File: src/rtl/core/msp_pkg.sv
// shared constants, types and helpers for the multi-stack shared node pool
// no dependencies; every other file of the block uses it by scoped names
package msp_pkg;

    localparam int MAX_STACKS = 1024;
    localparam int POOL_NODES = 4096;

    localparam int IDX_W   = 10;
    localparam int VAL_W   = 32;
    localparam int CMD_W   = 2;
    localparam int CNT_W   = 11;
    localparam int STAT_W  = 2;
    localparam int STACK_W = $clog2(MAX_STACKS);
    localparam int NODE_W  = $clog2(POOL_NODES + 1);
    localparam int ADDR_W  = $clog2(POOL_NODES);

    localparam int FIFO_DEPTH = 2;
    localparam int FIFO_PTR_W = $clog2(FIFO_DEPTH);

    localparam logic [CNT_W-1:0]  STACKS_RESET = CNT_W'(1024);
    localparam logic [NODE_W-1:0] NULL_NODE    = NODE_W'(POOL_NODES);

    typedef enum logic [CMD_W-1:0] {
        CMD_PUSH = 2'd0,
        CMD_TOP  = 2'd1,
        CMD_POP  = 2'd2,
        CMD_RSVD = 2'd3
    } t_command;

    typedef enum logic [STAT_W-1:0] {
        ST_OK     = 2'd0,
        ST_EMPTY  = 2'd1,
        ST_FULL   = 2'd2,
        ST_BADIDX = 2'd3
    } t_status;

    typedef enum logic [2:0] {
        K_PUSH,
        K_TOP,
        K_POP,
        K_NOP,
        K_BAD
    } t_kind;

    typedef struct packed {
        t_kind                    kind;
        logic [IDX_W-1:0]         stack_index;
        logic signed [VAL_W-1:0]  push_value;
    } t_cmd;

    typedef struct packed {
        logic full;
        logic empty;
    } t_fifo_stat;

    function automatic logic node_ok(input logic [NODE_W-1:0] n);
        return n < NULL_NODE;
    endfunction

endpackage

File: src/rtl/core/msp_fifo.sv
// short command queue between the front end and the execution engine
// depends on msp_pkg for the item type and depth
module msp_fifo (
    input  logic                 i_clk,
    input  logic                 i_rst_n,
    input  logic                 i_push,
    input  msp_pkg::t_cmd        i_item,
    input  logic                 i_pop,
    output msp_pkg::t_cmd        o_item,
    output msp_pkg::t_fifo_stat  o_stat
);

    localparam int CNT_BITS = msp_pkg::FIFO_PTR_W + 1;

    msp_pkg::t_cmd                  r_mem [msp_pkg::FIFO_DEPTH];
    logic [msp_pkg::FIFO_PTR_W-1:0] r_wr_ptr;
    logic [msp_pkg::FIFO_PTR_W-1:0] r_rd_ptr;
    logic [CNT_BITS-1:0]            r_count;

    always_ff @(posedge i_clk) begin
        if (i_push) begin
            r_mem[r_wr_ptr] <= i_item;
        end
    end

    always_ff @(posedge i_clk) begin
        if (!i_rst_n) begin
            r_wr_ptr <= '0;
            r_rd_ptr <= '0;
            r_count  <= '0;
        end else begin
            if (i_push) begin
                r_wr_ptr <= (int'(r_wr_ptr) == msp_pkg::FIFO_DEPTH - 1)
                          ? '0 : r_wr_ptr + 1'b1;
            end
            if (i_pop) begin
                r_rd_ptr <= (int'(r_rd_ptr) == msp_pkg::FIFO_DEPTH - 1)
                          ? '0 : r_rd_ptr + 1'b1;
            end
            case ({i_push, i_pop})
                2'b10:   r_count <= r_count + 1'b1;
                2'b01:   r_count <= r_count - 1'b1;
                default: r_count <= r_count;
            endcase
        end
    end

    assign o_item       = r_mem[r_rd_ptr];
    assign o_stat.full  = (r_count == CNT_BITS'(msp_pkg::FIFO_DEPTH));
    assign o_stat.empty = (r_count == '0);

endmodule

File: config.mk
export PLATFORM = sky130hd
export DESIGN_NAME = msp_fifo
export DESIGN_NICKNAME = d
export VERILOG_FILES = /design/src/rtl/core/msp_pkg.sv /design/src/rtl/core/msp_fifo.sv
export SDC_FILE = /design/constraint.sdc
export NUM_CORES = 1
export LEC_CHECK = 0
export ABC_AREA = 1
export BUFFER_PORTS_ARGS = -buffer_cell sky130_fd_sc_hd__buf_2
export CAP_MARGIN = 25
export CORE_ASPECT_RATIO = 2
export CORE_MARGIN = 5
export CORE_UTILIZATION = 52
export CTS_BUF_LIST = sky130_fd_sc_hd__clkbuf_16
export DETAILED_ROUTE_END_ITERATION = 6
export GPL_TIMING_DRIVEN = 1
export PLACE_DENSITY = 0.87
export SLEW_MARGIN = 40
export SYNTH_ARGS = -nofsm -noshare
export SYNTH_HDL_FRONTEND = slang
export SYNTH_SLANG_ARGS = --single-unit
File: constraint.sdc
create_clock -name i_clk -period 3.6 [get_ports i_clk]
set_input_delay 0.36 -clock i_clk [delete_from_list [all_inputs] [get_ports i_clk]]
set_output_delay 0.36 -clock i_clk [all_outputs]
set_load 0.05 [all_outputs]
[Word-level counts from Yosys, hierarchy flattened]
Memories as Yosys holds them, arrays and structs flattened. A register that Yosys moved wholly into a read port is not among the register bits.
Cells that the tools add are included.
Word-level totals
  memories kept: 1
  input port bits: 49
  register bits after elaboration: 4
  bits in writable memories: 90
Cells by class
  reductions and logical operators: 2
  multiplexer cells: 7
  $add $sub $neg: 4
  equality and inequality tests: 3
Memories
  r_mem: words 2, width 45, read ports 1, clocked after Yosys merged registers in 1, write ports 1, RTL line msp_fifo.sv:15  | msp_pkg::t_cmd r_mem [msp_pkg::FIFO_DEPTH];
Operator list (number)
  $mux 1: 6
  $eq 2x2->1 const B: 2
  $pmux 2 s2: 1
  $add 1x1->1 const B: 2
  $add 2x1->2 const B: 1
  $eq 2x1->1 const B: 1
  $logic_not 2->1: 1
  $reduce_bool 2->1: 1
  $sub 2x1->2 const B: 1

[Logic depth before layout (Yosys ltp)]
Gate-level depths: netlist of run 1.
  depth in word-level cells: 4
  mapped depth: 7

[Worst setup path after synthesis of run 1]
OpenSTA, ideal clock, no wires.
  kind: input to register
  start: input i_push
  end: memory r_mem[0][0] (netlist name), enable pin
  cell stages on the path: 2
  arrival: 2.309 ns
  slack: 0.843 ns
  setup time: 0.449 ns
  cell sequence: inv_1 -> nor2_1
Between the ends
  cells in the longest elaborated chain, start to end: 2
Ends and longest elaborated chain
  start: declaration: RTL line msp_fifo.sv:6  | input logic i_push,
  $mux 1: RTL line msp_fifo.sv:21  | if (i_push) begin
  $mux 1 (not written as such): RTL line msp_fifo.sv:22  | r_mem[r_wr_ptr] <= i_item;
  end: declaration: RTL line msp_fifo.sv:15
No other way between the ends.

==> results.cfg, run 1 <==
[yosys]
synth_commonest_cells = edfxtp_1 (90), mux2_4 (40), nor2_1 (12)
synth_top_family_by_area = multiplexers
synth_ff_type = edfxtp_1
syn-num-nets = 225
synth_top_area_share = 0.735
syn_inst = 175
synth_mux_area_frac = 0.179
avgSynthCellArea_um2 = 21.0
yosysWarnings = 0
yosysMostFrequentCell = edfxtp_1
synth_edf_count = 90
synth_seq_cells = 95
synth_compound_area_frac = 0.00272
netlist_area_um2 = 3680
synth.area.top_cells = edfxtp_1 (73%), mux2_4 (16%), dfxtp_1 (2.7%), buf_12 (2.2%), mux2_2 (1.5%)
seq_area_frac_synth = 0.762
yosys.area_share.simple = 0.0221
ys_types = 13
synth_area_leader_cell = edfxtp_1
synth_xor_area_frac = 0
synthAdderAreaFrac = 0.00340
ys_async_sr_fraction = 0

[worst_hold_path]
hold_class = input pin to register
hold_depth = 1
hold_end = r_mem[0][5]$_DFFE_PP_
min_from = i_item[5]

[power]
switchingPower_mw = 0.639
comb_power_share = 0.153
vdd_drop_max_mv = 0.464
power_density_nw_per_um2 = 572
swShare = 0.249
internal_power_mw = 1.93
pwr-share-clk = 0.340
p_leak_nw = 1.82
seqPwrFrac = 0.507

[clocking]
clk_pin_slew_worst_paths_ps = 60
clk_latency_ps = 330
cts-resized-gates = 0
cts_made_buffers = 9
cts_root_buffer = clkbuf_16
hold_buffers = 0
htreeDepth = 3
clock_sinks = 95
cts_buffer_depth = 2
postCtsSetupBuffers = 0
cts_tree = yes

[global_routing]
grt_pass1_wl_um = 9380
overflow = 0
grt_pass1_vias = 1948
grt_start_max_net_pins = 46
track_usage = 0.143
antenna_found_initial = 0

[floorplan]
placementRows = 43
start_util = 0.530
coreArea_um2 = 6940
fp.dieH_um = 129
fp.dieArea_um2 = 8960
die_x_um = 69.5
num_io_pins = 96

[sta]
worstMarginPinSlew_ps = 631
slew_violations = 0
tns_ps = 0
clock_skew_ps = 5.59
min_period_over_period = 0.642
rsz0062_at_grt = false
min_period_ps = 2310
final_hold_viol_count = 0
relSlewSlack = 0.579
setup_viol = 0
fmax_ghz = 0.433

[route]
drt_iter0_drc = 78
via_count = 1815
wl_per_cell_um = 16.4
ant_nets = 0
drcViolationCount = 0
dr.pass1.iters = 4
viasPerCell = 4.85
totalWireLength_um = 6120

[setup_path]
reg2reg_setup_slack_ps = 1970
crit_type = register to output pin
cp_slowest_cell = dfxtp_2
cp.arrival_ps = 1950
critPathTopFamily = flip-flops
max_stage_delay_ps = 730
critPathCaptureType = output pin
path_buf_inv = 2
cp-start-kind = register
r2r_end = r_mem[0][22]$_DFFE_PP_
path_cells = buf_12 > mux2_2 > buf_2
cp.required_ps = 3240
timing.rr.start = r_wr_ptr$_SDFFE_PN0P_
reg2regPathDepth = 2
crit_fanout = 27

[layout]
fin_area_um2 = 4500
drive_gt1_frac = 0.555
fillers = 500
areaGrowthSynthToFinish_pct = 22.3
nets = 328
stdcell_count = 374

[place]
gp_congestion = 0.674
dp_cells = 357
hpwl_um = 4470
io_buffers = 95
dpl-instance-area_um2 = 4210

[job]
drv_cap = 0

[status]
outcome = complete, no violations
metrics by stage:
step,util,hold slack (ps),worst slack (ps),power (mW)
after detailed placement,0.607,526,1610,1.73
after floorplan,-,459,843,1.64
after CTS,0.647,200,1240,2.60
after global routing,0.647,207,1190,2.66
final,0.648,218,1290,2.57
after global placement,0.607,476,1630,1.71
power by group through the flow:
stage / sequential (mW) / clock, mW / combinational [mW]
6_report: 1.30 / 0.875 / 0.393
5_1_grt: 1.31 / 0.942 / 0.414
4_1_cts: 1.30 / 0.901 / 0.399
3_5_place_dp: 1.33 / 0 / 0.398
3_3_place_gp: 1.32 / 0 / 0.390
2_1_floorplan: 1.31 / 0 / 0.324
how the worst max path moves through the flow:
stage,start,to,slack [ps],depth (start not counted)
after floorplan,i_push,r_mem[0][0]$_DFFE_PP_,840,2
after global placement,register,o_item[31],1630,3
after detailed placement,register,o_item[31],1610,3
after CTS,register,o_item[36],1240,3
after global routing,register,o_item[31],1190,3
final,register,o_item[36],1290,3
cells in the final DEF, fill, tap and decap left out, types with 2 or more instances in the layout:
| cell type | count |
|---|---|
| nor2_1 | 11 |
| nand2_1 | 8 |
| inv_1 | 6 |
| mux2_4 | 40 |
| clkinv_1 | 3 |
| mux2_2 | 5 |
| clkbuf_16 | 9 |
| dfxtp_1 | 4 |
| clkinv_2 | 2 |
| buf_2 | 95 |
| edfxtp_1 | 90 |
area by class of cell:
cell class                 instances  area [um^2]  area share
sequential                        95         2800       0.624
multi-input combinational         69          768       0.171
antenna                            1         2.50    0.000557
tap                               90          113      0.0250
clock buffer                       9          225      0.0501
timing repair buffer              97          503       0.112
inverter                           6         25.0     0.00557
clock inverter                     7         55.1      0.0122
state kept, by name (all words and copies together), names as in the netlist, named ones only:
signal / flops
r_mem: 90
r_count: 2
r_wr_ptr: 1
r_rd_ptr: 1
kinds of logic after synthesis:
family	Yosys count
AO/OA/AOI/OAI	2
adder cells (fa/ha/maj)	1
buffers and inverters	11
flip-flops	95
multiplexers	45
AND/OR/NAND/NOR	21
metal layers:
layer	vias to the layer above	track usage	wire length [um]
met5	-	0	0
met4	0	0.0794	125
met3	12	0.0524	446
met1	872	0.122	1980
met2	57	0.275	3580
li1	874	-	-
(Power assumes the default switching activity.)
==> run 2, diff against run 1 <==
- ABC_AREA: 1 -> 0
- CORE_UTILIZATION: 52 -> 51
- PLACE_DENSITY: 0.87 -> 0.86
- clock period: 3.6 -> 2.35 ns (I/O delays scaled with it)
==> results.cfg, run 2 <==
[status]
outcome = complete, no violations

[setup_path]
cp.arrival_ps = 1520
critPathTopFamily = buffers and inverters
path_cells = buf_12 > mux2_2 > buf_2
crit_cells = 3
reg2regPathDepth = 2
cp-start-kind = register
cp_slowest_cell = mux2_2
cp.required_ps = 2120
critPathCaptureType = output pin
max_stage_delay_ps = 380
crit_type = register to output pin
crit_fanout = 45
path_buf_inv = 2

[yosys]
synth.area.top_cells = edfxtp_1 (78%), mux2_2 (15%), dfxtp_1 (2.9%), and2_1 (0.73%), buf_2 (0.73%)
avgSynthCellArea_um2 = 21.3
synth_top_area_share = 0.783
yosysMostFrequentCell = edfxtp_1
synth_edf_count = 90
ys_types = 16
syn_inst = 162
netlist_area_um2 = 3450
synth_commonest_cells = edfxtp_1 (90), mux2_2 (45), buf_2 (5), dfxtp_1 (5), and2_1 (4)
seq_area_frac_synth = 0.812
synth_area_leader_cell = edfxtp_1
ys_async_sr_fraction = 0
synth_seq_cells = 95
syn-num-nets = 212
yosysWarnings = 0
synth_ff_type = edfxtp_1

[place]
pre_cts_ws_ps = 925
io_buffers = 95
hpwl_um = 4100
gp_congestion = 0.701
dpl-instance-area_um2 = 4070

[route]
dr.pass1.iters = 4
wl_per_cell_um = 16.7
wl_met2_um = 3440
top_layer = met4
totalWireLength_um = 5950
dr_wl_met3_um = 348
ant_nets = 0
via_count = 1754
drt_iter0_drc = 116
viasPerCell = 4.91
drcViolationCount = 0
wl_met1_um = 2020

[power]
vdd_drop_max_mv = 0.585
power_density_nw_per_um2 = 886
p_leak_nw = 1.63
power_mw = 3.82

[layout]
drive_gt1_frac = 0.580
final_cell_mix = buf_2 (95), edfxtp_1 (90), mux2_2 (45)
areaGrowthSynthToFinish_pct = 25.0
fillers = 503
largest_reg_flops = 90
nets = 316
reg_top3 = r_mem: 90 flops, r_count: 2 flops
regMostFlops = r_mem
multi_input_area_um2 = 628
diodes = 0
fin_area_um2 = 4310
final_common_cell = buf_2
seqCellArea_um2 = 2800

[floorplan]
num_io_pins = 96
coreArea_um2 = 6620
fp.dieH_um = 126
fp.dieArea_um2 = 8610
die_x_um = 68.2
placementRows = 42
start_util = 0.521

[clocking]
cts-resized-gates = 0
htreeDepth = 3
cts_tree = yes
cts_root_buffer = clkbuf_16
clock_sinks = 95
cts_made_buffers = 9
cts_buffer_depth = 2
clk_pin_slew_worst_paths_ps = 60
postCtsSetupBuffers = 0
hold_buffers = 0
clk_latency_ps = 330

[sta]
setup_ws_ps = 598
rsz0062_at_grt = false
relSlewSlack = 0.606
clock_skew_ps = 3.91
tns_ps = 0
final_hold_viol_count = 0
min_period_over_period = 0.745
min_period_ps = 1750
fmax_ghz = 0.571
worstMarginPinSlew_ps = 591
setup_viol = 0
slew_violations = 0

[global_routing]
grt_start_max_net_pins = 46
antenna_found_initial = 0
grt_pass1_vias = 1910
overflow = 0
track_usage = 0.153
grt_pass1_wl_um = 9380

[worst_hold_path]
hold_depth = 1
hold_class = input pin to register

[job]
drv_cap = 0
[run 2: cell count changes after synthesis, sizes merged, moves of 2 or more]
cell and delta:
nand2 -8, xnor2 +2, nor2 -10, inv -5
and2 +4
[run 2: final cells by class]
| class | count | area share |
|---|---|---|
| Tap cell | 88 | 0.0255 |
| Clock buffer | 9 | 0.0522 |
| Clock inverter | 5 | 0.00435 |
| Inverter | 1 | 0.000870 |
| Timing Repair Buffer | 98 | 0.121 |
| Sequential cell | 95 | 0.650 |
| Multi-Input combinational cell | 61 | 0.146 |
[run 2: path summary, 6_finish.rpt]
| path | startpoint | to | slack, ps |
|---|---|---|---|
| setup / recovery | register | o_item[15] | 600 |
| setup reg to reg | r_wr_ptr$_SDFFE_PN0P_ | r_mem[1][30]$_DFFE_PP_ | 940 |
| hold / removal | i_item[6] | r_mem[1][6]$_DFFE_PP_ | 100 |
| hold reg to reg | r_count[1]$_SDFFE_PN0P_ | r_count[1]$_SDFFE_PN0P_ | 500 |
[run 2: metal layers]
layer,global-route usage,vias up
li1,-,841
met1,0.153,855
met2,0.268,48
met3,0.0487,10
met4,0.0844,0
met5,0,-
[run 2: metrics by stage]
step	cells	hold slack [ps]	utilization
after detailed placement	343	427	0.615
after floorplan	162	334	-
after global routing	357	78.7	0.651
final	357	95.0	0.651
after CTS	357	79.2	0.651
after global placement	343	423	0.615
[run 2: power breakdown]
part | leakage (nW) | total [mW] | internal, mW | switching, mW
logic | 0.619 | 0.649 | 0.194 | 0.455
clock network | 0.123 | 1.19 | 0.684 | 0.507
registers | 0.886 | 1.98 | 1.95 | 0.0258
total | 1.63 | 3.82 | 2.83 | 0.988
[run 2: logic make-up (layout without fill, tap and decap cells)]
logic type / Yosys count / after routing / share of synthesized area
DFF: 95 / 95 / 0.812
muxes: 45 / 45 / 0.147
and+or+nand+nor: 9 / 9 / 0.0156
buffers and inverters: 6 / 113 / 0.00834
AOI/OAI and AO/OA: 3 / 3 / 0.00580
xor gates and xnor gates: 3 / 3 / 0.00762
adders and majority gates: 1 / 1 / 0.00363
==> run 3, diff against run 2 <==
- clock period: 2.35 -> 1.7 ns (I/O delays scaled with it)
==> results.cfg, run 3 (synthesis results as in run 2) <==
[status]
outcome = complete, no violations

[floorplan]
fp.dieH_um = 126
fp.dieArea_um2 = 8610
start_util = 0.521
die_x_um = 68.2
placementRows = 42
coreArea_um2 = 6620
num_io_pins = 96

[global_routing]
overflow = 0
antenna_found_initial = 0
track_usage = 0.153
grt_start_max_net_pins = 47
grt_pass1_wl_um = 9340
grt_pass1_vias = 1891

[layout]
fillers = 475
seqCellArea_um2 = 2810
fin_util = 0.681
final_common_cell = edfxtp_1
regMostFlops = r_mem
stdcell_count = 361
drive_gt1_frac = 0.601
final_cell_mix = edfxtp_1 (90), buf_2 (86), mux2_2 (45)
largest_reg_flops = 90
areaGrowthSynthToFinish_pct = 30.7
reg_top3 = r_mem: 90 flops, r_count: 2 flops
diodes = 0
multi_input_area_um2 = 628
fin_area_um2 = 4510
nets = 318

[route]
ant_nets = 0
dr.pass1.iters = 4
via_count = 1773
totalWireLength_um = 6250
drt_iter0_drc = 77
drcViolationCount = 0
viasPerCell = 4.91
wl_per_cell_um = 17.3

[clocking]
clk_latency_ps = 330
clk_pin_slew_worst_paths_ps = 60
cts_made_buffers = 9
clock_sinks = 95
cts_tree = yes
cts_buffer_depth = 2
cts_root_buffer = clkbuf_16
hold_buffers = 0
postCtsSetupBuffers = 0
htreeDepth = 3

[power]
seqPwrFrac = 0.445
switchingPower_mw = 1.44
power_mw = 6.16
vdd_drop_max_mv = 1.11
p_leak_nw = 1.72
comb_power_share = 0.150
pwr-share-clk = 0.405
internal_power_mw = 4.72
power_density_nw_per_um2 = 1370
swShare = 0.234

[setup_path]
critPathCaptureType = output pin
cp-start-kind = register
max_stage_delay_ps = 370
crit_type = register to output pin
path_cells = buf_12 > mux2_2 > buf_2
cp.required_ps = 1530
crit_fanout = 23
cp.arrival_ps = 1460
cp_slowest_cell = dfxtp_4

[sta]
clock_skew_ps = 4.82
tns_ps = 0
min_period_ps = 1630
worstMarginPinSlew_ps = 313
rsz0062_at_grt = false
setup_viol = 0
holdWs_ps = 28.8
final_hold_viol_count = 0
slew_violations = 0
fmax_ghz = 0.614
setup_ws_ps = 71.4
min_period_over_period = 0.958
relSlewSlack = 0.791

[place]
gp_congestion = 0.790
dp_cells = 344
dpl-instance-area_um2 = 4080
hpwl_um = 4050
io_buffers = 95
pre_cts_ws_ps = 350

[job]
drv_cap = 0

[worst_hold_path]
hold_class = input pin to register
-- run 3: changes by cell type in the layout (fill, tap and decap cells not counted) --
cell       before  now
buf_4           1   11
buf_2          95   86
bufinv_16       0    5
clkinv_1        4    1
clkbuf_16       9   10
clkinv_2        0    1
dfxtp_2         1    0
dfxtp_4         0    1
inv_1           2    1
-- run 3: cell type report --
type                    count  share of cell area
clock buffers               9              0.0499
clock inverters             7              0.0352
inverters                   1            0.000832
multi-input cells          61               0.139
flip-flops and latches     95               0.622
well taps                  88              0.0244
repair buffers            100               0.128
-- run 3: power groups by stage --
stage	registers (mW)	clock network, mW	logic (mW)
floorplan	2.77	0	0.677
global placement	2.78	0	0.895
detailed placement	2.79	0	0.907
CTS	2.74	2.55	0.923
global route	2.74	2.66	0.976
finish	2.74	2.49	0.927
-- run 3: critical path, delay by kind of cell (launching register included) --
kind	cells	cell delay, ps
flops	1	370
buf+inv	2	400
mux	1	360
-- run 3: path summary, 6_finish.rpt --
path | from | to | slack, ps | depth (start not counted)
hold / removal | i_item[13] | r_mem[1][13]$_DFFE_PP_ | 30 | 1
setup reg to reg | r_wr_ptr$_SDFFE_PN0P_ | r_mem[1][12]$_DFFE_PP_ | 510 | 2
hold reg to reg | r_count[1]$_SDFFE_PN0P_ | r_count[1]$_SDFFE_PN0P_ | 520 | 2
setup / recovery | register | o_item[35] | 70 | 3
-- run 3: metal layers --
| metal | GRT usage | vias to the layer above | wire length (um) |
|---|---|---|---|
| met5 | 0 | - | 0 |
| met4 | 0.0950 | 0 | 199 |
| met3 | 0.0442 | 11 | 367 |
| met2 | 0.255 | 56 | 3470 |
| met1 | 0.163 | 862 | 2210 |
| li1 | - | 844 | - |
-- run 3: what timing repair did --
| item | CTS | global route |
|---|---|---|
| gates resized for setup | 9 | 1 |
| endpoints found under the hold margin | 0 | 0 |
| cloned | 0 | 1 |
| setup endpoints to repair | 9 | 45 |
