## src/rtl/core/msp_pkg.sv

```systemverilog
// shared constants, types and helpers for the multi-stack shared node pool
// no dependencies; every other file of the block uses it by scoped names
package msp_pkg;

    localparam int MAX_STACKS = 1024;
    localparam int POOL_NODES = 4096;

    localparam int IDX_W   = 10;
    localparam int VAL_W   = 32;
    localparam int CMD_W   = 2;
    localparam int CNT_W   = 11;
    localparam int STAT_W  = 2;
    localparam int STACK_W = $clog2(MAX_STACKS);
    localparam int NODE_W  = $clog2(POOL_NODES + 1);
    localparam int ADDR_W  = $clog2(POOL_NODES);

    localparam int FIFO_DEPTH = 2;
    localparam int FIFO_PTR_W = $clog2(FIFO_DEPTH);

    localparam logic [CNT_W-1:0]  STACKS_RESET = CNT_W'(1024);
    localparam logic [NODE_W-1:0] NULL_NODE    = NODE_W'(POOL_NODES);

    typedef enum logic [CMD_W-1:0] {
        CMD_PUSH = 2'd0,
        CMD_TOP  = 2'd1,
        CMD_POP  = 2'd2,
        CMD_RSVD = 2'd3
    } t_command;

    typedef enum logic [STAT_W-1:0] {
        ST_OK     = 2'd0,
        ST_EMPTY  = 2'd1,
        ST_FULL   = 2'd2,
        ST_BADIDX = 2'd3
    } t_status;

    typedef enum logic [2:0] {
        K_PUSH,
        K_TOP,
        K_POP,
        K_NOP,
        K_BAD
    } t_kind;

    typedef struct packed {
        t_kind                    kind;
        logic [IDX_W-1:0]         stack_index;
        logic signed [VAL_W-1:0]  push_value;
    } t_cmd;

    typedef struct packed {
        logic full;
        logic empty;
    } t_fifo_stat;

    function automatic logic node_ok(input logic [NODE_W-1:0] n);
        return n < NULL_NODE;
    endfunction

endpackage

```

## src/rtl/core/msp_in_if.sv

```systemverilog
// command channel: valid/ready with command, stack index and push value
// depends on msp_pkg for field widths
interface msp_in_if;
    logic                             valid;
    logic                             ready;
    logic [msp_pkg::CMD_W-1:0]        command;
    logic [msp_pkg::IDX_W-1:0]        stack_index;
    logic signed [msp_pkg::VAL_W-1:0] push_value;

    modport source (output valid, output command, output stack_index,
                    output push_value, input ready);
    modport sink   (input valid, input command, input stack_index,
                    input push_value, output ready);
endinterface

```

## src/rtl/core/msp_cfg_if.sv

```systemverilog
// configuration write channel: valid/ready with the stacks_in_use value
// depends on msp_pkg for the data width
interface msp_cfg_if;
    logic                       valid;
    logic                       ready;
    logic [msp_pkg::CNT_W-1:0]  data;

    modport source (output valid, output data, input ready);
    modport sink   (input valid, input data, output ready);
endinterface

```

## src/rtl/core/msp_front.sv

```systemverilog
// front end: holds stacks_in_use, accepts commands and classifies them
// depends on msp_pkg, msp_in_if and msp_cfg_if
module msp_front (
    input  logic                 i_clk,
    input  logic                 i_rst_n,
    msp_in_if.sink               i_cmd,
    msp_cfg_if.sink              i_cfg,
    input  msp_pkg::t_fifo_stat  i_fifo,
    input  logic                 i_clearing,
    output logic                 o_push,
    output msp_pkg::t_cmd        o_item
);

    logic [msp_pkg::CNT_W-1:0] r_stacks_in_use;
    logic                      bad_index;

    always_ff @(posedge i_clk) begin
        if (!i_rst_n) begin
            r_stacks_in_use <= msp_pkg::STACKS_RESET;
        end else if (i_cfg.valid) begin
            r_stacks_in_use <= i_cfg.data;
        end
    end

    assign i_cfg.ready = 1'b1;
    assign i_cmd.ready = !i_fifo.full && !i_clearing;
    assign o_push      = i_cmd.valid && i_cmd.ready;

    assign bad_index = (msp_pkg::CNT_W'(i_cmd.stack_index) >= r_stacks_in_use)
                    || (int'(i_cmd.stack_index) >= msp_pkg::MAX_STACKS);

    always_comb begin
        o_item.stack_index = i_cmd.stack_index;
        o_item.push_value  = i_cmd.push_value;
        if (bad_index) begin
            o_item.kind = msp_pkg::K_BAD;
        end else begin
            case (msp_pkg::t_command'(i_cmd.command))
                msp_pkg::CMD_PUSH: o_item.kind = msp_pkg::K_PUSH;
                msp_pkg::CMD_TOP:  o_item.kind = msp_pkg::K_TOP;
                msp_pkg::CMD_POP:  o_item.kind = msp_pkg::K_POP;
                default:           o_item.kind = msp_pkg::K_NOP;
            endcase
        end
    end

endmodule

```

## src/flat_wrapper.sv

```systemverilog
// flat-port wrapper written by rule: the top's interface ports become plain ports
module msp_front_flat 
  (i_clk, i_rst_n, i_fifo, i_clearing, o_push, o_item, i_cmd_valid, i_cmd_command, i_cmd_stack_index, i_cmd_push_value, i_cmd_ready, i_cfg_valid, i_cfg_data, i_cfg_ready);
  msp_in_if i_cmd_i ();
  msp_cfg_if i_cfg_i ();
  input  logic i_clk;
  input  logic i_rst_n;
  input  msp_pkg::t_fifo_stat i_fifo;
  input  logic i_clearing;
  output logic o_push;
  output msp_pkg::t_cmd o_item;
  input wire logic [$bits(i_cmd_i.valid)-1:0] i_cmd_valid;
  input wire logic [$bits(i_cmd_i.command)-1:0] i_cmd_command;
  input wire logic [$bits(i_cmd_i.stack_index)-1:0] i_cmd_stack_index;
  input wire logic [$bits(i_cmd_i.push_value)-1:0] i_cmd_push_value;
  output wire logic [$bits(i_cmd_i.ready)-1:0] i_cmd_ready;
  input wire logic [$bits(i_cfg_i.valid)-1:0] i_cfg_valid;
  input wire logic [$bits(i_cfg_i.data)-1:0] i_cfg_data;
  output wire logic [$bits(i_cfg_i.ready)-1:0] i_cfg_ready;
  assign i_cmd_i.valid = i_cmd_valid;
  assign i_cmd_i.command = i_cmd_command;
  assign i_cmd_i.stack_index = i_cmd_stack_index;
  assign i_cmd_i.push_value = i_cmd_push_value;
  assign i_cmd_ready = i_cmd_i.ready;
  assign i_cfg_i.valid = i_cfg_valid;
  assign i_cfg_i.data = i_cfg_data;
  assign i_cfg_ready = i_cfg_i.ready;
  msp_front u_core (.i_clk(i_clk), .i_rst_n(i_rst_n), .i_cmd(i_cmd_i), .i_cfg(i_cfg_i), .i_fifo(i_fifo), .i_clearing(i_clearing), .o_push(o_push), .o_item(o_item));
endmodule
```

## config.mk

```make
export PLATFORM = sky130hd
export DESIGN_NAME = msp_front_flat
export DESIGN_NICKNAME = d
export VERILOG_FILES = /design/src/rtl/core/msp_pkg.sv /design/src/rtl/core/msp_in_if.sv /design/src/rtl/core/msp_cfg_if.sv /design/src/rtl/core/msp_front.sv /design/src/flat_wrapper.sv
export SDC_FILE = /design/constraint.sdc
export NUM_CORES = 1
export LEC_CHECK = 0
export ABC_AREA = 1
export BUFFER_PORTS_ARGS = -buffer_cell sky130_fd_sc_hd__buf_2
export CAP_MARGIN = 25
export CORE_ASPECT_RATIO = 1.2
export CORE_MARGIN = 1
export CORE_UTILIZATION = 32
export CTS_CLUSTER_SIZE = 40
export DETAILED_ROUTE_END_ITERATION = 10
export PLACE_DENSITY = 0.73
export SLEW_MARGIN = 30
export SYNTH_ARGS = -nofsm -noshare
export SYNTH_HDL_FRONTEND = slang
export SYNTH_SLANG_ARGS = --single-unit
```

## constraint.sdc

```tcl
create_clock -name i_clk -period 1.4 [get_ports i_clk]
set_input_delay 0.28 -clock i_clk [delete_from_list [all_inputs] [get_ports i_clk]]
set_output_delay 0.28 -clock i_clk [all_outputs]
set_load 0.1 [all_outputs]
```

======== After elaboration in Yosys (flattened, before gate mapping) ========
Index checks and enable logic that the tools add are counted.
operators by class
  eq/ne operators ......................... 2
  muxes and demuxes ....................... 2
  $lt $le $gt $ge ......................... 1
  reduce and logical (&&, ||, !) cells .... 5
operators with widths
  cell                                                                    count
  10-bit by 11-bit greater-or-equal comparator with 1-bit output          1
  2-bit case mux with 3 select lines                                      1
  3-bit 2-to-1 mux                                                        1
  2-bit by 1-bit equality test with 1-bit output (second input constant)  1
  2-bit equality test (second input constant)                             1
  1-bit logical AND                                                       2
  1-bit zero test                                                         2
  2-bit zero test                                                         1
word-level totals
  output and inout port bits .............. 48
  register bits ........................... 11
  logic and storage cells ................. 11
  bits of input ports ..................... 62

======== Logic depth before layout (Yosys ltp) ========
Gate-level depths: netlist of run 1.
  depth after elaboration ................. 3
  gate-level depth with buffers ........... 9
  gate-level depth less buffers ........... 9

======== Worst setup path before layout of run 1 ========
OpenSTA, ideal clock, no wires.
  path kind ............................... input -> output
  start ................................... in i_clearing
  end ..................................... out o_push
  buffers on the path ..................... 0
  arrival ................................. 2.492 ns
  stages .................................. 1
  data required time ...................... 1.120 ns
  slack ................................... -1.372 ns
  cell sequence ........................... nor3b_1
between the ends
  word-level cells in the longest chain between the ends .. 3
ends and longest elaborated chain
  item               line                source
  start, declared    flat_wrapper.sv:9   input logic i_clearing;
  1-bit zero test    msp_front.sv:26     assign i_cmd.ready = !i_fifo.full && !i_clearing;
  1-bit logical AND  msp_front.sv:26
  1-bit logical AND  msp_front.sv:27     assign o_push = i_cmd.valid && i_cmd.ready;
  end, declared      flat_wrapper.sv:10  output logic o_push;
Every way passes these cells.

==> qor.csv, run 1 <==
stage,metric,value,unit
status,outcome,finished with violations,
status,failing checks,negative setup slack,
detailed_routing,routed length per instance,9.99,microns
die,Rows,22,
critical_path,"Max FO, Critical Path",3,
detailed_routing,post-route antenna net violation count,0,
detailed_routing,Via-to-Cell Ratio,4.35,
critical_path,crit path DAT,1640,ps
die,I/O pin count,110,
power,combinational fraction of design power,52.0,%
critical_path,"setup slack, reg-to-reg",610,ps
detailed_routing,DR vias,861,
die,Die ar.,0.00354,sq mm
power,Reg power frac,29.7,%
critical_path,CP peak stage delay,320,ps
logic_synthesis,Post-synth top flop,dfxtp_1,
logic_synthesis,multiplexer area fraction after synthesis,0,%
timing,Clock Skew,0,ps
logic_synthesis,most frequent cells after synthesis,"buf_4, nand2_1, inv_1",
logic_synthesis,share of Yosys cell area claimed by the top area cell type,31.2,%
critical_path,combined buffer and inverter count along the critical path,2,
placement,port buffer count,43,
grt,GRT Total Usage,11.7,%
logic_synthesis,post-synth cell types,19,
power,Pleak,0.680,nW
critical_path,worst r2r src,u_core.r_stacks_in_use[8],
timing,Hold Fails Final Rpt,0,
timing,fin crit period,1920,ps
timing,final count of pins violating max slew,0,
critical_path,crit path from,u_core.r_stacks_in_use[7],
critical_path,crit path max-delay cell type,dfxtp_1,
logic_synthesis,main combinational cell family by area after synthesis,buffers and inverters,
grt,largest net degree at the start of global routing,20,
logic_synthesis,XOR/XNOR Fraction of Synth Area,0,%
logic_synthesis,post-synth net total,219,
die,Die X,54.5,microns
final_layout,FF/Latch Area,225,sq um
cts,H-tree levels,1,
critical_path,"delay-heaviest family, CP",simple AND/OR/NAND/NOR gates,
critical_path,CP Depth,10,
logic_synthesis,Mapped Area,0.00106,sq mm
logic_synthesis,synthesized flop and latch total,11,
power,clock share of power,18.3,%
die,Core ar.,0.00311,sq mm
final_layout,n_diodes,0,
critical_path,r2r worst-path depth,4,
cts,Clock Latency Late Sink,260,ps
logic_synthesis,most frequent cell after synthesis,buf_4,
timing,worst path setup slack after routing,-519,ps
logic_synthesis,Post-synth ARST share,0,%
detailed_routing,DR iter-0 viols,3,
job,Max-Cap Viols,0,
logic_synthesis,Post-synth EDFFs,0,
logic_synthesis,"area leader, netlist",buf_4,
grt,first-pass GRT wire length,2970,microns
logic_synthesis,sequential-to-total area share from yosys stat,20.8,%
timing,fmax,521,MHz
power,power per cell area,811,mW/mm^2
hold_path,Worst Hold Class,input port to flip-flop,
final_layout,area of the multi-input gates,593,sq um
critical_path,CP dominant cell by count,nor2_4,
cts,Worst-path clk slew,70,ps
cts,Num CTS Buffers,3,
final_layout,cell area after layout,0.00144,sq mm
placement,RD Place Congestion,0.658,
power,Internal,0.677,mW
placement,post-DP HPWL,1520,microns
die,chip height,65.0,microns
timing,TNS Setup,-1540,ps
logic_synthesis,Post-Synthesis Cells,147,
grt,vias in the first global route,762,
final_layout,Largest register FFs,11,
critical_path,Worst R2R End,u_core.r_stacks_in_use[8],
critical_path,worst path cell trace,inv_2 > ha_4 > nand2_2 > nor2_4 > nand2_1 > nor2_2 > nor2_4 > nand2_4 > nor2_4 > buf_12,
final_layout,# nets final,235,
logic_synthesis,post-synthesis compound-gate area fraction,11.0,%
critical_path,CP required,1120,ps
final_layout,area added between synthesis and finish,35.7,%
die,initial core utilization,34.0,%
timing,RSZ-0062 raised after global routing,yes,
critical_path,Crit Path Category,flip-flop to primary output,
final_layout,Biggest register,u_core.r_stacks_in_use,
final_layout,fillcell total,317,
detailed_routing,final wirelength,1980,microns
cts,Post-CTS Hold Fix Bufs,0,
power,sw frac,41.8,%
detailed_routing,1st-pass router iterations,4,
cts,Root Buffer,clkbuf_4,
critical_path,Startpoint Class,flip-flop,
logic_synthesis,Synth Area in Adders,11.8,%
critical_path,Setup crit end kind,primary output,
final_layout,biggest regs,u_core.r_stacks_in_use x11,
timing,Final setup viols,3,
placement,Post-DP Area,0.00126,sq mm
logic_synthesis,Yosys warnings,0,
detailed_routing,DRC,0,
logic_synthesis,Area contributors post-synth,"buf_4, dfxtp_1, ha_1",
final_layout,post-route insts no fill,198,
cts,CTS max path bufs,2,
timing,final period utilization,137,%
power,worst vdd ir,0.000385,V
cts,# clock sinks,11,
final_layout,layout cells sized above 1,64.2,%
power,Sw Pwr,0.487,mW
logic_synthesis,Post-Syn Area per Cell,7.19,sq um
critical_path,CP Capture Point,o_item[42],
cts,CTS tree,built,
grt,antenna violations before repair,0,
final_layout,Final Util,46.1,%
placement,Setup WS pre-CTS,-452,ps
placement,Cells after DPL,193,
logic_synthesis,Simple-Gate Fraction of Synth Area,16.8,%
grt,grt ovf,0,
routing by layer:
metal	part of all wire (%)	vias to the layer above	GRT usage, %	wire (microns)
met5	0	-	0	0
met4	2.8	0	9.62	55
met3	5.5	10	1.64	109
met2	52	33	20.3	1030
met1	40	379	11.5	782
li1	-	439	-	-
through the flow:
stage / hold slack (ps) / total power, mW
4_1_cts: 224 / 1.14
2_1_floorplan: 406 / 1.15
3_5_place_dp: 507 / 0.890
5_1_grt: 251 / 1.24
3_3_place_gp: 504 / 0.884
6_report: 238 / 1.16
power groups by stage:
stage                     logic, mW  clock network [mW]  registers (mW)
after detailed placement      0.541                   0           0.348
final                         0.605               0.213           0.345
after global placement        0.537                   0           0.347
after floorplan               0.807                   0           0.347
after global routing          0.648               0.245           0.347
after CTS                     0.577               0.223           0.343
worst min-delay path by stage:
| stage | cells after the start | slack, ps | to | from |
|---|---|---|---|---|
| 2_1_floorplan | 2 | 410 | u_core.r_stacks_in_use[10] | i_cfg_valid |
| 3_3_place_gp | 3 | 500 | u_core.r_stacks_in_use[0] | i_cfg_data[0] |
| 3_5_place_dp | 3 | 510 | u_core.r_stacks_in_use[0] | i_cfg_data[0] |
| 4_1_cts | 3 | 220 | u_core.r_stacks_in_use[0] | i_cfg_data[0] |
| 5_1_grt | 3 | 250 | u_core.r_stacks_in_use[0] | i_cfg_data[0] |
| 6_report | 3 | 240 | u_core.r_stacks_in_use[0] | i_cfg_data[0] |
logic make-up after synthesis:
| group | count (synthesis) |
|---|---|
| AND/OR/NAND/NOR | 37 |
| buffers and inverters | 66 |
| flip-flops | 11 |
| other | 1 |
| adder cells (fa/ha/maj) | 10 |
| AO/OA/AOI/OAI | 22 |
cell usage in the layout (no fill, tap or decap), drive strengths merged:
master | netlist | final
nand2 | 22 | 22
nor3b | 1 | 1
o21ai | 10 | 10
clkbuf | 1 | 4
buf | 45 | 57
conb | 1 | 1
o211ai | 1 | 1
a21oi | 11 | 11
nor2 | 14 | 14
dfxtp | 11 | 11
inv | 20 | 20
ha | 10 | 10
cell type report:
| type | instances | share of cell area, % |
|---|---|---|
| Timing Repair Buffer | 57 | 32.8 |
| Clock buffer | 4 | 1.83 |
| Sequential cell | 11 | 15.7 |
| Inverter | 20 | 5.23 |
| Tap cell | 36 | 3.14 |
| Multi-Input combinational cell | 70 | 41.3 |
repair_timing:
action	CTS	global route
gates resized for setup	16	16
buffers inserted	0	1
pin swaps	10	13
endpoints found under the setup margin	3	3
worst min-delay path: cells and delay by family:
kind	cells	cell delay, ps
buffers and inverters	1	70
and+or+nand+nor	2	110
Power figures use the tool's default switching activity.
==> run 2, diff against run 1 <==
==> constraint.sdc (replaced) <==
create_clock -name i_clk -period 1.4 [get_ports i_clk]
set_input_delay 0.28 -clock i_clk [delete_from_list [all_inputs] [get_ports i_clk]]
set_output_delay 0.28 -clock i_clk [all_outputs]
set_load 0.02 [all_outputs]
==> qor.csv, run 2 (same netlist as run 1, synthesis figures left out) <==
stage,metric,value,unit,change
status,outcome,finished with violations,,
status,failing checks,negative setup slack,,
power,Sw Pwr,0.311,mW,-36%
final_layout,Largest register FFs,11,,unchanged
final_layout,area added between synthesis and finish,22.7,%,
critical_path,worst path cell trace,inv_2 > ha_4 > nand2_4 > nor2_4 > buf_4 > a21oi_2 > nand2_2 > nor2_4 > buf_6,,
cts,Clock Latency Late Sink,260,ps,about the same
cts,Post-CTS Hold Fix Bufs,0,,unchanged
detailed_routing,1st-pass router iterations,2,,-2
final_layout,n_diodes,0,,unchanged
cts,Worst-path clk slew,70,ps,about the same
grt,vias in the first global route,699,,-8.3%
grt,first-pass GRT wire length,2770,microns,-6.8%
final_layout,Final Util,41.7,%,-4.4 points
critical_path,"Max FO, Critical Path",3,,unchanged
detailed_routing,Via-to-Cell Ratio,4.16,,-4.3%
cts,Num CTS Buffers,3,,unchanged
critical_path,crit path DAT,1570,ps,-70 ps
final_layout,Biggest register,u_core.r_stacks_in_use,,
timing,final period utilization,132,%,-5.1 points
cts,Root Buffer,clkbuf_4,,
die,chip height,65.0,microns,unchanged
power,Pleak,0.635,nW,-6.6%
die,initial core utilization,34.0,%,unchanged
die,Rows,22,,unchanged
detailed_routing,DRC,0,,unchanged
critical_path,CP peak stage delay,320,ps,about the same
power,Final Power,0.946,mW,-19%
critical_path,"delay-heaviest family, CP",simple AND/OR/NAND/NOR gates,,
critical_path,combined buffer and inverter count along the critical path,3,,+1
cts,H-tree levels,1,,unchanged
final_layout,cell area after layout,0.00130,sq mm,-9.6%
power,worst vdd ir,0.000432,V,+12%
grt,largest net degree at the start of global routing,20,,unchanged
placement,Cells after DPL,189,,-2.1%
die,Die X,54.5,microns,unchanged
grt,grt ovf,0,,unchanged
power,Internal,0.634,mW,-6.2%
final_layout,"most common cell after layout, fill and taps aside",buf_2,,
timing,fmax,541,MHz,+3.9%
cts,CTS max path bufs,2,,unchanged
timing,RSZ-0062 raised after global routing,yes,,
job,Max-Cap Viols,0,,unchanged
grt,GRT Total Usage,10.8,%,-0.87 points
detailed_routing,DR iter-0 viols,7,,+4
final_layout,biggest regs,u_core.r_stacks_in_use x11,,
hold_path,Worst Hold Class,input port to flip-flop,,
critical_path,crit path max-delay cell type,dfxtp_2,,
detailed_routing,DR vias,816,,-5.2%
die,I/O pin count,110,,unchanged
power,combinational fraction of design power,40.7,%,-11 points
final_layout,fillcell total,333,,+5.0%
die,Die ar.,0.00354,sq mm,unchanged
timing,final count of pins violating max slew,0,,unchanged
power,sw frac,32.9,%,-8.9 points
placement,Post-DP Area,0.00108,sq mm,-14%
cts,CTS tree,built,,
critical_path,CP required,1120,ps,about the same
timing,Final setup viols,3,,unchanged
final_layout,post-route insts no fill,196,,-1.0%
critical_path,Crit Path Category,flip-flop to primary output,,
final_layout,most frequent cells in the layout,"buf_2, inv_2, nand2_1",,
final_layout,layout cells sized above 1,65.6,%,+1.4 points
power,Reg power frac,36.6,%,+6.9 points
critical_path,Startpoint Class,flip-flop,,
placement,RD Place Congestion,0.729,,+11%
timing,Clock Skew,0,ps,unchanged
placement,port buffer count,43,,unchanged
power,power per cell area,729,mW/mm^2,-10%
detailed_routing,routed length per instance,9.27,microns,-7.2%
timing,worst path setup slack after routing,-448,ps,+71.2 ps
die,Core ar.,0.00311,sq mm,unchanged
timing,fin crit period,1850,ps,-71.2 ps
critical_path,CP dominant cell by count,nor2_4,,
timing,Hold Fails Final Rpt,0,,unchanged
power,clock share of power,22.6,%,+4.3 points
detailed_routing,final wirelength,1820,microns,-8.1%
final_layout,# nets final,233,,-0.85%
placement,post-DP HPWL,1410,microns,-7.4%
grt,antenna violations before repair,0,,unchanged
detailed_routing,post-route antenna net violation count,0,,unchanged
critical_path,Setup crit end kind,primary output,,
cts,# clock sinks,11,,unchanged
-- run 2: cell count changes in the layout (fill, tap and decap cells not counted), moves of 2 or more --
cell | before | now
dfxtp_1 | 7 | 4
buf_4 | 14 | 12
buf_12 | 10 | 0
nor2_2 | 5 | 1
nor2_1 | 2 | 6
inv_2 | 10 | 13
buf_2 | 33 | 40
inv_1 | 10 | 7
buf_6 | 0 | 3
dfxtp_2 | 4 | 7
-- run 2: repair_timing --
action,CTS,global route
setup buffers,2,1
resized for setup,31,12
endpoints found under the setup margin,3,3
pin swaps,14,12
-- run 2: final timing paths --
| kind | to | slack, ps | depth (start not counted) | from |
|---|---|---|---|---|
| worst max-delay path | o_item[42] | -450 | 9 | u_core.r_stacks_in_use[9] |
| worst min-delay path | u_core.r_stacks_in_use[10] | 240 | 3 | i_cfg_data[10] |
| worst max register to register | u_core.r_stacks_in_use[4] | 610 | 4 | u_core.r_stacks_in_use[4] |
| worst min register to register | u_core.r_stacks_in_use[2] | 480 | 2 | u_core.r_stacks_in_use[2] |
-- run 2: layout make-up --
type / count / area (sq um) / share of cell area, %
Multi-Input combinational cell: 70 / 598 / 46.1
Timing Repair Buffer: 55 / 324 / 25.0
Sequential cell: 11 / 229 / 17.6
Inverter: 20 / 75.1 / 5.79
Tap cell: 36 / 45.0 / 3.47
Clock buffer: 4 / 26.3 / 2.03
-- run 2: routing by layer --
layer	wire length [microns]	global-route usage (%)
met1	727	11.8
met2	937	18.1
met3	118	1.41
met4	34	7.69
met5	0	0
-- run 2: per-stage QoR --
stage / setup TNS (ps) / worst slack [ps] / hold WS, ps
6_report: -1310 / -448 / 239
5_1_grt: -1570 / -533 / 236
4_1_cts: -1420 / -480 / 234
3_5_place_dp: -972 / -348 / 457
3_3_place_gp: -925 / -328 / 455
2_1_floorplan: -311 / -106 / 406
-- run 2: power by group through the flow --
stage | clock network [mW] | registers, mW | logic [mW]
finish | 0.214 | 0.347 | 0.385
global route | 0.236 | 0.348 | 0.432
CTS | 0.224 | 0.345 | 0.361
detailed placement | 0 | 0.348 | 0.295
global placement | 0 | 0.347 | 0.291
floorplan | 0 | 0.347 | 0.343
-- run 2: worst min-delay path, stage by stage --
cell and delay [ps]:
buf_2 80, nand2_1 40, o211ai_1 60
